<file path="config.mk">
export PLATFORM = sky130hd
export DESIGN_NAME = lzwc_packer
export DESIGN_NICKNAME = d
export VERILOG_FILES = /design/src/lzwc_pkg.sv /design/src/lzwc_packer.sv
export SDC_FILE = /design/constraint.sdc
export NUM_CORES = 1
export LEC_CHECK = 0
export BUFFER_PORTS_ARGS = -buffer_cell sky130_fd_sc_hd__buf_2
export CAP_MARGIN = 20
export CELL_PAD_IN_SITES_DETAIL_PLACEMENT = 2
export CELL_PAD_IN_SITES_GLOBAL_PLACEMENT = 2
export CORE_ASPECT_RATIO = 1.75
export CORE_MARGIN = 5
export CORE_UTILIZATION = 35
export DETAILED_ROUTE_END_ITERATION = 12
export PLACE_DENSITY_LB_ADDON = 0.1
export SYNTH_ARGS = -nofsm -noshare
export SYNTH_HDL_FRONTEND = slang
export SYNTH_SLANG_ARGS = --single-unit
</file>
<file path="constraint.sdc">
create_clock -name clk -period 3.5 [get_ports clk]
set_input_delay 0.7 -clock clk [delete_from_list [all_inputs] [get_ports clk]]
set_output_delay 0.7 -clock clk [all_outputs]
set_load 0.03 [all_outputs]
</file>
<file path="src/lzwc_pkg.sv">
package lzwc_pkg;

  localparam int BYTE_W      = 8;
  localparam int ROOT_COUNT  = 256;
  localparam int START_WIDTH = 8;
  localparam int PAD_W       = 7;
  localparam int LANES       = 8;
  localparam int LANE_W      = 3;

  typedef struct packed {
    logic load;
    logic fin;
  } pack_ctl_t;

  typedef struct packed {
    logic done;
    logic hit;
  } srch_res_t;

endpackage

</file>
<file path="src/lzwc_packer.sv">
module lzwc_packer import lzwc_pkg::*; #(
  parameter int DICT_SIZE = 4096
) (
  input  logic                                   clk,
  input  logic                                   rst_n,
  input  pack_ctl_t                              pk_ctl,
  input  logic [$clog2(DICT_SIZE)-1:0]           pk_code,
  input  logic [$clog2($clog2(DICT_SIZE)+1)-1:0] pk_width,
  output logic                                   pk_busy,
  output logic                                   out_tvalid,
  input  logic                                   out_tready,
  output logic [7:0]                             out_tdata,  // out_byte
  output logic                                   out_tlast   // out_last
);

  localparam int CODE_W = $clog2(DICT_SIZE);
  localparam int ACC_W  = PAD_W + CODE_W;
  localparam int BIT_W  = $clog2(ACC_W + 1);

  localparam logic [1:0] P_IDLE  = 2'd0;
  localparam logic [1:0] P_SHIFT = 2'd1;
  localparam logic [1:0] P_PAD   = 2'd2;

  logic [1:0]       pstate_r, pstate_nxt;
  logic [ACC_W-1:0] acc_r, acc_nxt;
  logic [BIT_W-1:0] bits_r, bits_nxt;
  logic             fin_r, fin_nxt;
  logic [PAD_W-1:0] pend_r, pend_nxt;
  logic [2:0]       pend_cnt_r, pend_cnt_nxt;
  logic             ov_r, ov_nxt;
  logic [7:0]       od_r, od_nxt;
  logic             ol_r, ol_nxt;

  logic             out_free;
  logic [ACC_W-1:0] low_mask;
  logic [PAD_W-1:0] low_bits;
  logic [BIT_W-1:0] bits_left;
  logic [3:0]       pad_sh;

  assign out_free  = !ov_r || out_tready;
  assign low_mask  = (ACC_W'(1) << bits_r) - 1'b1;
  assign low_bits  = PAD_W'(acc_r & low_mask);
  assign bits_left = bits_r - BIT_W'(BYTE_W);
  assign pad_sh    = 4'(BYTE_W) - 4'(bits_r);

  always_comb begin
    pstate_nxt   = pstate_r;
    acc_nxt      = acc_r;
    bits_nxt     = bits_r;
    fin_nxt      = fin_r;
    pend_nxt     = pend_r;
    pend_cnt_nxt = pend_cnt_r;
    ov_nxt       = ov_r && !out_tready;
    od_nxt       = od_r;
    ol_nxt       = ol_r;

    case (pstate_r)
      P_IDLE: begin
        if (pk_ctl.load) begin
          acc_nxt    = (ACC_W'(pend_r) << pk_width) | ACC_W'(pk_code);
          bits_nxt   = BIT_W'(pend_cnt_r) + BIT_W'(pk_width);
          fin_nxt    = pk_ctl.fin;
          pstate_nxt = P_SHIFT;
        end
      end
      P_SHIFT: begin
        if (bits_r >= BIT_W'(BYTE_W)) begin
          if (out_free) begin
            ov_nxt   = 1'b1;
            od_nxt   = 8'(acc_r >> bits_left);
            ol_nxt   = fin_r && (bits_left == '0);
            bits_nxt = bits_left;
          end
        end else if (fin_r && bits_r != '0) begin
          pstate_nxt = P_PAD;
        end else begin
          pend_nxt     = fin_r ? '0 : low_bits;
          pend_cnt_nxt = fin_r ? '0 : 3'(bits_r);
          pstate_nxt   = P_IDLE;
        end
      end
      P_PAD: begin
        if (out_free) begin
          ov_nxt       = 1'b1;
          od_nxt       = 8'({1'b0, low_bits} << pad_sh);
          ol_nxt       = 1'b1;
          pend_nxt     = '0;
          pend_cnt_nxt = '0;
          pstate_nxt   = P_IDLE;
        end
      end
      default: pstate_nxt = P_IDLE;
    endcase
  end

  always_ff @(posedge clk) begin
    if (!rst_n) begin
      pstate_r   <= P_IDLE;
      pend_r     <= '0;
      pend_cnt_r <= '0;
      ov_r       <= 1'b0;
    end else begin
      pstate_r   <= pstate_nxt;
      pend_r     <= pend_nxt;
      pend_cnt_r <= pend_cnt_nxt;
      ov_r       <= ov_nxt;
    end
  end

  always_ff @(posedge clk) begin
    acc_r  <= acc_nxt;
    bits_r <= bits_nxt;
    fin_r  <= fin_nxt;
    od_r   <= od_nxt;
    ol_r   <= ol_nxt;
  end

  assign pk_busy    = pstate_r != P_IDLE;
  assign out_tvalid = ov_r;
  assign out_tdata  = od_r;
  assign out_tlast  = ol_r;

endmodule

</file>
## Word level (Yosys, flattened, before mapping)

Index checks and enable logic that the tools add are counted.

- $add $sub $neg: 4
- $lt $le $gt $ge: 1
- Equal/unequal tests: 8
- Shift-type cells: 4
- Muxes and demuxes: 30
- Bitwise gates (word level): 2
- Reductions and logical operators: 17

Operator list:

| operator | count |
|---|---|
| $mux 7 | 4 |
| $mux 8 | 3 |
| $or 19x12->19 | 1 |
| $shl 7x4->19 | 1 |
| $shr 19x5->8 | 1 |
| $pmux 8 s2 | 1 |
| $mux 5 | 3 |
| $pmux 7 s2 | 1 |
| $mux 3 | 4 |
| $ne 2x2->1 const B | 6 |
| $reduce_and 4->1 | 3 |
| $pmux 5 s2 | 1 |
| $mux 2 | 4 |
| $shl 7x4->8 | 1 |
| $and 7x7->7 | 1 |
| $shl 1x5->7 const A | 1 |
| $sub 7x1->7 const B | 1 |
| $pmux 2 s3 | 1 |
| $pmux 3 s2 | 1 |
| $reduce_bool 2->1 | 3 |
| $add 3x4->5 | 1 |
| $ge 5x4->1 const B | 1 |
| $logic_not 5->1 | 1 |
| $mux 1 | 5 |
| other kinds (12) | 16 |

- Register bits: 47
- Output and inout bits: 11
- Word-level logic and storage cells: 75

## Logic depth before layout (Yosys ltp)

- Depth in word-level cells: 7
- Depth in mapped cells: 12
- Mapped depth without buffers: 8

## Worst setup path before layout

OpenSTA, ideal clock, no wires.

- Path type: register to register
- From: register bits_r[0]
- To: register od_r[0] (netlist: out_tdata[0]) (enable)
- Setup time: 0.378 ns
- Data arrival time: 2.218 ns
- Data required time: 3.122 ns
- Slack: 0.904 ns
- Cell stages (with the launch flop): 10
- Cells stage by stage: edfxtp_1 > buf_2 > buf_4 > inv_2 > buf_2 > ha_1 > inv_2 > o41ai_4 > nand2_1 > a21oi_1

- Cells in the longest elaborated chain, start to end: 3

Ends and longest elaborated chain:

| item | line | RTL |
|---|---|---|
| from (decl) | lzwc_packer.sv:26 | `logic [BIT_W-1:0] bits_r, bits_nxt;` |
| from (signal assigned) | lzwc_packer.sv:112 | `bits_r <= bits_nxt;` |
| $ge 5x4->1 | lzwc_packer.sv:67 | `if (bits_r >= BIT_W'(BYTE_W)) begin` |
| $ne 2x2->1 (no source line) | - |  |
| $reduce_and 4->1 (no source line) | - |  |
| to (signal assigned) | lzwc_packer.sv:114 | `od_r <= od_nxt;` |
| to (decl) | lzwc_packer.sv:31 | `logic [7:0] od_r, od_nxt;` |

Every way passes these cells.
A chain may end at the register's enable or synchronous reset.

## Worst setup path after layout

- From: register bits_r[4]
- To: register od_r[4] (netlist: out_tdata[4]) (data pin)

- Cells in the longest elaborated chain, start to end: 6

Ends and longest elaborated chain:

| item | line | RTL |
|---|---|---|
| $shl 1x5->7 | lzwc_packer.sv:41 | `assign low_mask = (ACC_W'(1) << bits_r) - 1'b1;` |
| $sub 7x1->7 | lzwc_packer.sv:41 |  |
| $and 7x7->7 | lzwc_packer.sv:42 | `assign low_bits = PAD_W'(acc_r & low_mask);` |
| $shl 7x4->8 | lzwc_packer.sv:85 | `od_nxt = 8'({1'b0, low_bits} << pad_sh);` |
| $mux 8 | lzwc_packer.sv:83 | `if (out_free) begin` |
| $pmux 8 s2 * | lzwc_packer.sv:57 | `case (pstate_r)` |
| named net od_nxt[4] | lzwc_packer.sv:31 |  |

The timed path passes the listed nets; every way through them passes the cells marked *. The select of a mux whose other input is x is not followed.

==> impl_metrics.yaml <==
outcome:
  status: "finished, final reports clean"
place:
  gp_congestion: 0.845
  io_buffers: 31
  placed_area_sq_um: 3680
  dpl.hpwl_um: 8730
power:
  p_clk_share_pct: 25.1
  p_comb_share_pct: 38.2
  intPower_uw: 1240
  vdd_drop_max_mv: 0.216
  swShare_pct: 39.0
  cellPowerDensity_nw_per_um2: 529
  p_leak_uw: 0.00145
  pwr-share-seq_pct: 36.7
  p_switching_uw: 790
layout:
  fin_area_sq_um: 3830
  drive_above_1_share_pct: 20.3
  fin_nets: 385
  fillers: 1102
  register_area_sq_um: 1280
  area_growth_pct: 11.4
  num_antenna_cells: 0
  multi_input_area_sq_um: 1990
sta:
  slew_viol_final: 0
  post-route-period-util_pct: 77.7
  post-route-min-period_ns: 2.72
  rsz0062_at_grt: "no"
  tns_ns: 0
  setup_violations: 0
  timing.fmax_mhz: 368
  tightestPinTransition_ns: 0.912
  hold_viol: 0
  slew_headroom_pct: 39.2
  finClkSkew_ns: 0.00880
logic_synthesis:
  seq_area_frac_synth_pct: 37.2
  yosys_register_bits: 47
  syn_nets: 364
  synth_compound_area_share_pct: 21.9
  syn-cell-area_sq_um: 3440
  synth_cell_types: 71
  synth-adder-area-share_pct: 3.85
  synth-xor-area-share_pct: 1.75
  synth_top_family_by_area: "compound AO/OA/AOI/OAI gates"
  synthSimpleGateAreaFrac_pct: 14.7
  synth_edf_count: 34
  syn_area_per_cell_sq_um: 10.3
  ys_warn_count: 0
  ys.flop_type: "edfxtp_1"
  synth-async-reset-ratio_pct: 0
  synthMuxAreaShare_pct: 15.6
  syn_inst: 333
detailed_routing:
  drt_iter0_markers: 150
  ant_nets: 0
  wl_per_cell_um: 22.7
  route.met3.wl_um: 259
  via_per_inst: 5.80
  first_pass_iters: 4
  top_layer: "met4"
  route.detailed.drc: 0
  dr_wl_met2_um: 6110
  wl_met1_um: 4050
  wl_um: 10900
  via_count: 2785
grt:
  grt_pass1_wl_um: 17400
  track_usage_pct: 18.9
  grt_max_degree: 34
  overflow: 0
  grt_pass1_vias: 3102
  antenna_found_initial: 0
clock_network:
  cts_tree: "built"
  h-tree-depth: 2
  cts_root_buf: "clkbuf_16"
  cts_buffers: 5
  clock-sinks: 47
  clkLatencyLatePin_ns: 0.30
  cts_setup_buffers: 0
  cts_hold_buf: 0
  cts_resized: 0
  cts_buffer_depth: 2
  path_clk_slew_ns: 0.07
critical_path:
  critPathArrivalTime_ns: 2.75
  cp_num_buf_inv: 0
  cp-end-kind: "flip-flop"
  crit_type: "flip-flop to flip-flop"
  critPathTopFamily: "simple AND/OR/NAND/NOR gates"
  slowest_stage: "edfxtp_1"
  setup.worst_path.start_class: "flip-flop"
  cp_data_required_time_ns: 3.53
  path_max_fanout: 13
  max_stage_delay_ns: 0.56
  crit_chain: "nor4_2, nand2_1, ha_1, and2_1, o21ai_1, a31oi_1, a221oi_1, o22ai_1"
die:
  io_pins: 32
  coreArea_sq_um: 9730
  die_w_um: 85.0
  core.rowCount: 48
  die_area_sq_um: 12000
  die_h_um: 141
  initial_utilization_pct: 35.4
hold_path:
  hold_path.class: "flip-flop to flip-flop"
job:
  drv_cap: 0
[per-stage QoR]
stage / std cells / utilization [%] / worst slack (ns) / total power (uW) / hold slack, ns
after global routing: 480 / 39.4 / 0.630 / 2140 / 0.534
after global placement: 471 / 37.7 / 0.926 / 1520 / 0.479
final: 480 / 39.4 / 0.779 / 2030 / 0.512
after CTS: 480 / 39.4 / 0.816 / 2050 / 0.518
after floorplan: 333 / - / 0.904 / 1310 / 0.453
after detailed placement: 472 / 37.8 / 0.835 / 1530 / 0.490
[synthesized netlist by cell type, drive strengths merged, types with 3 or more instances]
master | instances | area, sq um
a21o | 9 | 67.6
a21oi | 21 | 116
a22o | 5 | 43.8
a22oi | 4 | 35.0
a31oi | 4 | 25.0
a32o | 5 | 50.1
and2 | 4 | 25.0
and3b | 3 | 26.3
buf | 15 | 87.6
clkbuf | 8 | 30.0
dfxtp | 13 | 260
edfxtp | 34 | 1020
ha | 9 | 113
inv | 14 | 52.6
mux2 | 5 | 56.3
mux2i | 18 | 180
mux4 | 13 | 300
nand2 | 27 | 101
nand2b | 3 | 18.8
nand3 | 8 | 40.0
nor2 | 24 | 97.6
nor2b | 7 | 43.8
nor3 | 4 | 20.0
nor4 | 4 | 37.5
nor4b | 3 | 32.5
o211ai | 4 | 30.0
o21ai | 16 | 80.1
o21bai | 3 | 22.5
o22ai | 4 | 25.0
xnor2 | 5 | 43.8
[final timing paths]
| check | cells after the start | from | endpoint | slack (ns) |
|---|---|---|---|---|
| setup reg to reg | 8 | bits_r[4] | out_tdata[4] | 0.78 |
| hold reg to reg | 1 | pend_cnt_r[2] | pend_cnt_r[2] | 0.51 |
| setup / recovery | 8 | bits_r[4] | out_tdata[4] | 0.78 |
| hold / removal | 1 | pend_cnt_r[2] | pend_cnt_r[2] | 0.51 |
[cell usage in the layout (no fill, tap or decap), types with 8 or more instances in the layout]
cell type / instances
a21o_1: 9
a21oi_1: 20
buf_2: 31
dfxtp_1: 13
edfxtp_1: 34
ha_1: 9
inv_1: 11
mux2i_1: 18
mux4_2: 11
nand2_1: 27
nand3_1: 8
nor2_1: 23
o21ai_0: 9
[cell type report]
type	count	area share, %
clock buffer	5	3.26
clock inverter	3	0.718
inverter	15	1.47
multi-input combinational	248	51.8
sequential	47	33.4
tap	125	4.08
timing repair buffer	37	5.22
[worst reg2reg max path: cells and delay by family, from the launching register on]
kind                     cells  cell delay [ns]
AND/OR/NAND/NOR              3             0.79
AO/OA/AOI/OAI                4             0.74
flip-flops                   1             0.56
adder cells (fa/ha/maj)      1             0.36
[flip-flops by register name, indices dropped and copies added (netlist names)]
name	cells
out_tdata	8
pend_cnt_r	3
out_tvalid	1
bits_r	5
pend_r	7
pstate_r	2
fin_r	1
out_tlast	1
acc_r	19
[power by group through the flow]
stage          clock network, uW  registers [uW]  logic (uW)
2_1_floorplan                  0             784         525
3_3_place_gp                   0             754         762
3_5_place_dp                   0             758         777
4_1_cts                      523             746         781
5_1_grt                      546             753         845
6_report                     508             744         775
[layer usage]
metal / GRT usage, % / vias to the layer above
met5: 0 / -
met4: 8.92 / 0
met3: 2.81 / 22
met2: 36.4 / 54
met1: 19.2 / 1386
li1: - / 1323
[kinds of logic (layout without fill, tap and decap cells)]
logic type / Yosys count / after routing
xor gates and xnor gates: 6 / 6
buffers and inverters: 38 / 60
DFF: 47 / 47
AOI/OAI and AO/OA: 100 / 100
muxes: 36 / 36
adders and majority gates: 10 / 10
and+or+nand+nor: 96 / 96
(Power assumes the default switching activity.)
